### src/design/blzd_pkg.sv
package blzd_pkg;

  localparam int unsigned HIST_DEPTH = 2048;
  localparam int unsigned HIST_AW    = $clog2(HIST_DEPTH);
  localparam int unsigned LEN_W      = 24;
  localparam int unsigned MLEN_W     = 12;
  localparam int unsigned QDEPTH     = 4;
  localparam int unsigned QAW        = $clog2(QDEPTH);

  localparam logic [MLEN_W-1:0] PROD_MAX  = '1;
  localparam logic [LEN_W-1:0]  LEN_RESET = LEN_W'(1);

  localparam logic [1:0] CMD_START = 2'd0;
  localparam logic [1:0] CMD_TOKEN = 2'd1;
  localparam logic [1:0] CMD_PULL  = 2'd2;

  typedef enum logic [1:0] {
    KIND_START,
    KIND_TOKEN,
    KIND_PULL,
    KIND_BAD
  } kind_e;

  typedef enum logic [1:0] {
    PH_IDLE,
    PH_CTRL,
    PH_LD,
    PH_LOW
  } phase_e;

  typedef enum logic [2:0] {
    ST_OK,
    ST_TRUNC,
    ST_TOO_LONG,
    ST_DIST,
    ST_LEFTOVER,
    ST_ORDER
  } status_e;

  // One classified input item waiting in the queue.
  typedef struct packed {
    kind_e      kind;
    logic [7:0] data;
    logic       last;
  } item_t;

  // One result on its way to the output, with its history ring access.
  typedef struct packed {
    logic               store;
    logic               copy;
    logic [7:0]         lit;
    logic [HIST_AW-1:0] raddr;
    logic [HIST_AW-1:0] waddr;
    logic [LEN_W-1:0]   idx;
    logic               fin;
    status_e            status;
  } res_t;

endpackage

### src/design/blzd_front.sv
module blzd_front import blzd_pkg::*; (
  input  logic       clk_i,
  input  logic       rst_ni,
  input  logic       in_valid_i,
  output logic       in_ready_o,
  input  logic [1:0] in_cmd_i,
  input  logic [7:0] in_data_i,
  input  logic       in_last_i,
  output logic       head_valid_o,
  output item_t      head_o,
  input  logic       pop_i
);

  item_t          entry_q [QDEPTH];
  logic [QAW-1:0] wr_ptr_q, wr_ptr_d;
  logic [QAW-1:0] rd_ptr_q, rd_ptr_d;
  logic [QAW:0]   count_q, count_d;
  logic           push;
  logic           pop;
  item_t          new_item;

  always_comb begin
    new_item.data = in_data_i;
    new_item.last = in_last_i;
    case (in_cmd_i)
      CMD_START: new_item.kind = KIND_START;
      CMD_TOKEN: new_item.kind = KIND_TOKEN;
      CMD_PULL:  new_item.kind = KIND_PULL;
      default:   new_item.kind = KIND_BAD;
    endcase
  end

  assign in_ready_o   = (count_q != (QAW+1)'(QDEPTH));
  assign head_valid_o = (count_q != '0);
  assign head_o       = entry_q[rd_ptr_q];
  assign push         = in_valid_i && in_ready_o;
  assign pop          = pop_i && head_valid_o;

  always_comb begin
    wr_ptr_d = push ? wr_ptr_q + QAW'(1) : wr_ptr_q;
    rd_ptr_d = pop ? rd_ptr_q + QAW'(1) : rd_ptr_q;
    count_d  = count_q;
    if (push && !pop) begin
      count_d = count_q + (QAW+1)'(1);
    end else if (pop && !push) begin
      count_d = count_q - (QAW+1)'(1);
    end
  end

  always_ff @(posedge clk_i or negedge rst_ni) begin
    if (!rst_ni) begin
      wr_ptr_q <= '0;
      rd_ptr_q <= '0;
      count_q  <= '0;
    end else begin
      wr_ptr_q <= wr_ptr_d;
      rd_ptr_q <= rd_ptr_d;
      count_q  <= count_d;
    end
  end

  always_ff @(posedge clk_i) begin
    if (push) begin
      entry_q[wr_ptr_q] <= new_item;
    end
  end

endmodule

### config.mk
export PLATFORM = sky130hd
export DESIGN_NAME = blzd_front
export DESIGN_NICKNAME = d
export VERILOG_FILES = /design/src/design/blzd_pkg.sv /design/src/design/blzd_front.sv
export SDC_FILE = /design/constraint.sdc
export NUM_CORES = 1
export LEC_CHECK = 0
export ABC_AREA = 1
export ABC_CLOCK_PERIOD_IN_PS = 1900
export BUFFER_PORTS_ARGS = -buffer_cell sky130_fd_sc_hd__buf_2
export CORE_MARGIN = 10
export CORE_UTILIZATION = 56
export DETAILED_ROUTE_END_ITERATION = 8
export HOLD_SLACK_MARGIN = 0.03
export PLACE_DENSITY = 0.84
export SYNTH_ARGS = -nofsm -noshare
export SYNTH_HDL_FRONTEND = slang
export SYNTH_SLANG_ARGS = --single-unit
export TNS_END_PERCENT = 20
### constraint.sdc
create_clock -name clk_i -period 1.9 [get_ports clk_i]
set_clock_uncertainty 0.05 [all_clocks]
set_input_delay 0.095 -clock clk_i [delete_from_list [all_inputs] [get_ports clk_i]]
set_output_delay 0.095 -clock clk_i [all_outputs]
set_load 0.01 [all_outputs]
==> results.md, run 1 <==
* Worst slew margin at 72.57%
* Final-report max-slew violation count at 0
* Global route overflow at 0
* Cell variety after synth at 17
* Worst reg-to-reg path cell count at 10
* Vias in the first global route at 1382
* Post-Synthesis Cells at between 150 and 200
* Reg-to-Reg Start: count_q[2]$_DFFE_PN0P_
* Slew at the pin with the worst max-slew slack at 0.4111 ns
* Drt total wl at 3752 um
* TritonCTS buffer count at 5
* Clock Tree Root: clkbuf_8
* DR iter-0 viols at 72
* Switch Pwr at 1.373 mW
* Max Clk Rate at approximately 560 MHz
* Input/output buffers at 27
* Max H-tree Level at 2
* Reg2Reg Setup Slack at 0.13 ns
* Antenna Nets Post-Route at 0
* Pwr Density at approximately 1400 nW/um2
* Largest delay share family, worst path: adder cells
* Critical Path Source Type: register
* Most frequent CP cell: nand2_1
* Min-Delay Path Class: input port to asynchronous set/reset pin
* Gpl congestion at 0.8139
* CTS max path bufs at 2
* DRC at 0
* Worst-path cell chain: inv_1, nand3_1, nand2_1, ha_2, inv_2, fa_1, inv_1, nand2_1, nand4_1, nand2_1
* Die extent in x at 82.85 um
* Max stage delay on crit path at 0.43 ns
* Final hold vios at 0
* First-pass GRT wire length at 6216 um
* CTS tree: yes
* Minimum clock period at about 1.8 ns
* Syn Std Cell Area at around 2200 um2
* Initial antenna violation count at 0
* Worst-Skew Late Latency at around 0.30 ns
* Num rows at 22
* DR vias at 1418
* Synth-to-Final Area Change at 22.06%
* Worst-path clk slew at 0.09 ns
* Final #Nets at 261
* Pin count of the biggest net entering global routing at 29
* Post-Syn Area per Cell at 11.70 um2
* Combinational power share at 39.6%
* Synthesis Warnings at 0
* CP max-delay cell: dfrtp_1
* CP bufs+invs at 3
* Core ar. at about 3700 um2
* Drt pass-1 iters at 4
* Worst hold slack at 0.1395 ns
* Ys flop type: edfxtp_1
* Sw frac at roughly 35%
* RR Endpoint: count_q[2]$_DFFE_PN0P_
* Avg WL per Cell at 12.98 um
* Critical Path Sink Type: register
* Max-cap viol count at 0
* Number of synthesized flops with an enable pin at 44
* # setup viols final at 0
* Seq cells post-synth at 51
* CTS Sinks at 51
* Reg power frac at 41.1%
* CP required at 2.05 ns
* Cell Int Power at 2.506 mW
* CP Class: register to register
* Die area at around 6900 um2
* Clock power share at 19.2%
* Share of layout cells above drive strength 1 at between 20% and 30%
* Pwr Total at approximately 3.9 mW
* I/O pins at 28
* Ys async rst share at between 10% and 20%
* Ant diodes at 0
* Commonest cells after routing, fill and taps aside: nand2_1 (49), edfxtp_1 (44), inv_1 (36)
* Status: finished clean
* Vias per Instance at 4.907
* CP Data Arrival Time at ~1.9 ns
* Most common cell after layout, fill and taps aside: nand2_1
* Setup tns final at 0 ns
* Post-synthesis sequential area ratio at 67.65%
* Period utilisation layout at 93.26%
* Peak VDD IR at 1.069 mV
* Leakage at 1.191 nW
* GRT Overall Usage at 11.07%
* Starting Density at 59.09%
* Post-DP HPWL at around 2600 um
* Die span in y at 82.85 um
* Synth Net Count at 210
* Worst-path maximum fanout at 3
-- flip-flops by register name, summed over array words and instances (netlist names) --
| signal | cells |
|---|---|
| count_q | 3 |
| entry_q | 44 |
| rd_ptr_q | 2 |
| wr_ptr_q | 2 |
-- worst register-to-register path, stage by stage (launching register included) --
cell and delay, ns:
dfrtp_1 0.43, inv_1 0.09, nand3_1 0.11, nand2_1 0.10
ha_2 0.19, inv_2 0.04, fa_1 0.39, inv_1 0.08
nand2_1 0.06, nand4_1 0.08, nand2_1 0.06
-- synthesized netlist by cell type (all sizes together) (2+ instances only) --
cell type	count	area, um2
buf	6	55.05
clkbuf	2	7.510
dfrtp	7	175.2
edfxtp	44	1321
ha	5	62.56
inv	38	142.6
nand2	50	187.7
nand3	7	40.04
nor2	4	15.01
o211ai	22	165.2
-- how the worst max path moves through the flow --
stage,from,cells after the start,slack (ns),to
2_1_floorplan,count_q[0]$_DFFE_PN0P_,9,0.1,count_q[1]$_DFFE_PN0P_
5_1_grt,count_q[2]$_DFFE_PN0P_,10,-0.008,count_q[2]$_DFFE_PN0P_
4_1_cts,count_q[1]$_DFFE_PN0P_,9,0.04,count_q[1]$_DFFE_PN0P_
6_report,count_q[2]$_DFFE_PN0P_,10,0.13,count_q[2]$_DFFE_PN0P_
3_3_place_gp,count_q[0]$_DFFE_PN0P_,9,0.19,count_q[1]$_DFFE_PN0P_
3_5_place_dp,count_q[1]$_DFFE_PN0P_,9,0.09,count_q[1]$_DFFE_PN0P_
-- area by class of cell --
class                   count  area [um2]
flip-flops and latches     51        1496
fillers                   272        1044
multi-input cells          92       515.5
repair buffers             52       370.4
inverters                  38       142.6
clock buffers               5       68.82
well taps                  48       60.06
clock inverters             3       46.29
-- power groups by stage --
stage	clock, mW	combinational (mW)	sequential, mW
after CTS	0.758	1.52	1.61
after global placement	0	1.44	1.62
after detailed placement	0	1.49	1.63
after floorplan	0	1.03	1.61
after global routing	0.788	1.75	1.62
final	0.747	1.54	1.60
-- through the flow --
stage	cells	setup WS [ns]	utilization (%)	cell area [um2]
finish	289	0.1280	72.13	2700
global route	289	-0.007706	72.13	2700
CTS	287	0.04401	71.59	2680
detailed placement	265	0.09377	64.77	2425
global placement	265	0.1937	64.77	2425
floorplan	189	0.09978	-	2212
-- cell families after synthesis --
group,count (synthesis),share of synthesized area [%]
DFF,51,67.65
AOI/OAI and AO/OA,23,7.692
adders and majority gates,6,3.733
xor gates and xnor gates,1,0.3960
buffers and inverters,46,9.276
and+or+nand+nor,62,11.26
-- metal layers --
metal	GRT usage [%]	up-vias	routed length (um)
li1	-	729	-
met4	6.308	0	106
met5	0	-	0
met2	20.18	29	1990
met3	2.832	9	178
met1	11.04	651	1477
-- timing repair --
item                                    4_1_cts  5_1_grt
endpoints found under the setup margin        0        2
gates resized for setup                       0        3
endpoints found under the hold margin        54        0
buffers inserted                              0        2
hold buffers                                 14        0
Note: power is estimated with default switching activity, not from simulation.
==> run 2, diff against run 1 <==
- ABC_CLOCK_PERIOD_IN_PS: 1900 -> 1500
- CORE_UTILIZATION: 56 -> 51
- PLACE_DENSITY: 0.84 -> 0.81
- clock period: 1.9 -> 1.5 ns (I/O delays scaled with it)
==> results.md, run 2 (same netlist as run 1, synthesis figures left out) <==
* Status: complete, but fails checks
* Failing checks: setup timing
* Reg2Reg Setup Slack at -0.20 ns
* GRT Overall Usage at 12.99%
* Ant diodes at 0
* CTS max path bufs at 2
* Global route overflow at 0
* Max reg flops at between 40 and 50
* Num rows at 23
* Top flop regs: entry_q (44), count_q (3)
* Storage element area at 1499 um2
* Routed wl met2 at 2974 um
* Input/output buffers at 27
* Max stage delay on crit path at 0.41 ns
* Leakage at 1.292 nW
* Final #Nets at 279
* First-pass GRT wire length at 7645 um
* Final core utilization at 72.66%
* Post-route worst setup slack at -0.1975 ns
* Critical Path Source Type: register
* Worst-path cell chain: inv_2, nand3_4, nand2_4, ha_4, inv_2, fa_2, nand2_2, nand3_1, nand2_1, nand2_1
* Min-Delay Path Class: input port to asynchronous set/reset pin
* Clock Tree Root: clkbuf_8
* Final Cell Area at 2969 um2
* Gpl congestion at 0.7440
* DR iter-0 viols at about 130
* Post-DP HPWL at between 3000 and 4000 um
* Worst-path clk slew at 0.09 ns
* Placed cell areas at 2540 um2
* Setup tns final at -0.7174 ns
* Drt pass-1 iters at 4
* Max H-tree Level at 2
* TritonCTS buffer count at 5
* Die span in y at roughly 86 um
* Commonest cells after routing, fill and taps aside: edfxtp_1 (44), nand2_1 (43), inv_1 (30)
* Starting Density at 54.13%
* CP max-delay cell: dfrtp_1
* Synth-to-Final Area Change at 34.22%
* Die area at ~7400 um2
* Vias in the first global route at 1658
* Most common cell after layout, fill and taps aside: edfxtp_1
* Worst slew margin at 85.47%
* Slew at the pin with the worst max-slew slack at 0.2171 ns
* Critical Path Sink Type: register
* Non-filler cells, final at 308
* Max Clk Rate at a little under 600 MHz
* Initial antenna violation count at 0
* Largest reg by FF count: entry_q
* Placed insts at 276
* CP Class: register to register
* # setup viols final at 10
* CP required at 1.65 ns
* Pin count of the biggest net entering global routing at 29
* M1 wire length at 1945 um
* DR WL met3 at 276 um
* DR vias at 1644
* Top sig layer: met4
* Worst-path maximum fanout at 3
* Period utilisation layout at 113.2%
* Final-report max-slew violation count at 0
* Worst-Skew Late Latency at 0.30 ns
* Max-cap viol count at 0
* Die extent in x at 85.86 um
* Filler cells at between 200 and 300
* RSZ-0062 raised after global routing: true
* DRC at 0
* I/O pins at 28
* Core ar. at 4086 um2
* CTS tree: yes
* Antenna Nets Post-Route at 0
* Peak VDD IR at 1.105 mV
* Avg WL per Cell at 17.38 um
* Drt total wl at 5354 um
* Area of the multi-input gates at 588.1 um2
* CP Data Arrival Time at 1.84 ns
* Vias per Instance at roughly 5.3
* Minimum clock period at 1.697 ns
* CTS Sinks at 51
* Final hold vios at 0
* Pwr Density at about 1900 nW/um2
* Share of layout cells above drive strength 1 at 34.11%
## run 2: changes by cell type in the layout (fill, tap and decap cells not counted), moves of 3 or more
cell	change
inv_1	-6
nor2_1	-4
nor2_2	+3
nand2_2	+4
nand2_1	-6
buf_4	+7
inv_2	+3
buf_6	+8
## run 2: metrics by stage
stage          hold slack (ns)  power [mW]  worst slack, ns
3_3_place_gp           -0.1301       4.130          -0.1170
2_1_floorplan          -0.2706       3.437          -0.1835
6_report               0.09120       5.612          -0.1975
4_1_cts                0.08991       5.144          -0.1298
5_1_grt                 0.1177       5.928          -0.2835
3_5_place_dp           -0.1245       4.235          -0.1721
## run 2: worst paths after layout
path	startpoint	endpoint	depth (start not counted)
worst max-delay path	count_q[1]$_DFFE_PN0P_	count_q[2]$_DFFE_PN0P_	10
worst min-delay path	rst_ni	count_q[1]$_DFFE_PN0P_	2
worst max register to register	count_q[1]$_DFFE_PN0P_	count_q[2]$_DFFE_PN0P_	10
worst min register to register	wr_ptr_q[1]$_DFFE_PN0P_	wr_ptr_q[1]$_DFFE_PN0P_	2
max in group asynchronous	rst_ni	count_q[2]$_DFFE_PN0P_	2
min in group clk_i	in_cmd_i[0]	entry_q[1][9]$_DFFE_PP_	2
## run 2: cell type report
cell class,instances,share of cell area (%)
multi-input combinational,92,19.81
timing repair inverter,1,0.2528
inverter,38,5.099
tap,50,2.107
timing repair buffer,69,19.47
clock inverter,2,0.4635
clock buffer,5,2.318
sequential,51,50.48
## run 2: worst max-delay path, delay by kind of cell, from the launching register on
kind | cells | cell delay, ns
fa+ha+maj | 2 | 0.50
buf+inv | 2 | 0.17
flops | 1 | 0.41
simple gates | 6 | 0.47
## run 2: where the power goes
| part | leakage (nW) | internal [mW] | switching (mW) | total, mW |
|---|---|---|---|---|
| registers | 0.485 | 1.90 | 0.171 | 2.07 |
| logic | 0.763 | 1.25 | 1.54 | 2.79 |
| clock network | 0.0440 | 0.319 | 0.435 | 0.755 |
## run 2: timing repair
action,in CTS,in global routing
endpoints found under the setup margin,13,58
cloned,0,5
hold buffers,14,0
buffers inserted,4,5
endpoints found under the hold margin,53,0
pin swaps,11,7
gates resized for setup,13,17
## run 2: layer usage
metal | global-route usage, % | up-vias
li1 | - | 764
met5 | 0 | -
met1 | 12.91 | 805
met2 | 24.34 | 58
met4 | 7.635 | 0
met3 | 2.365 | 17
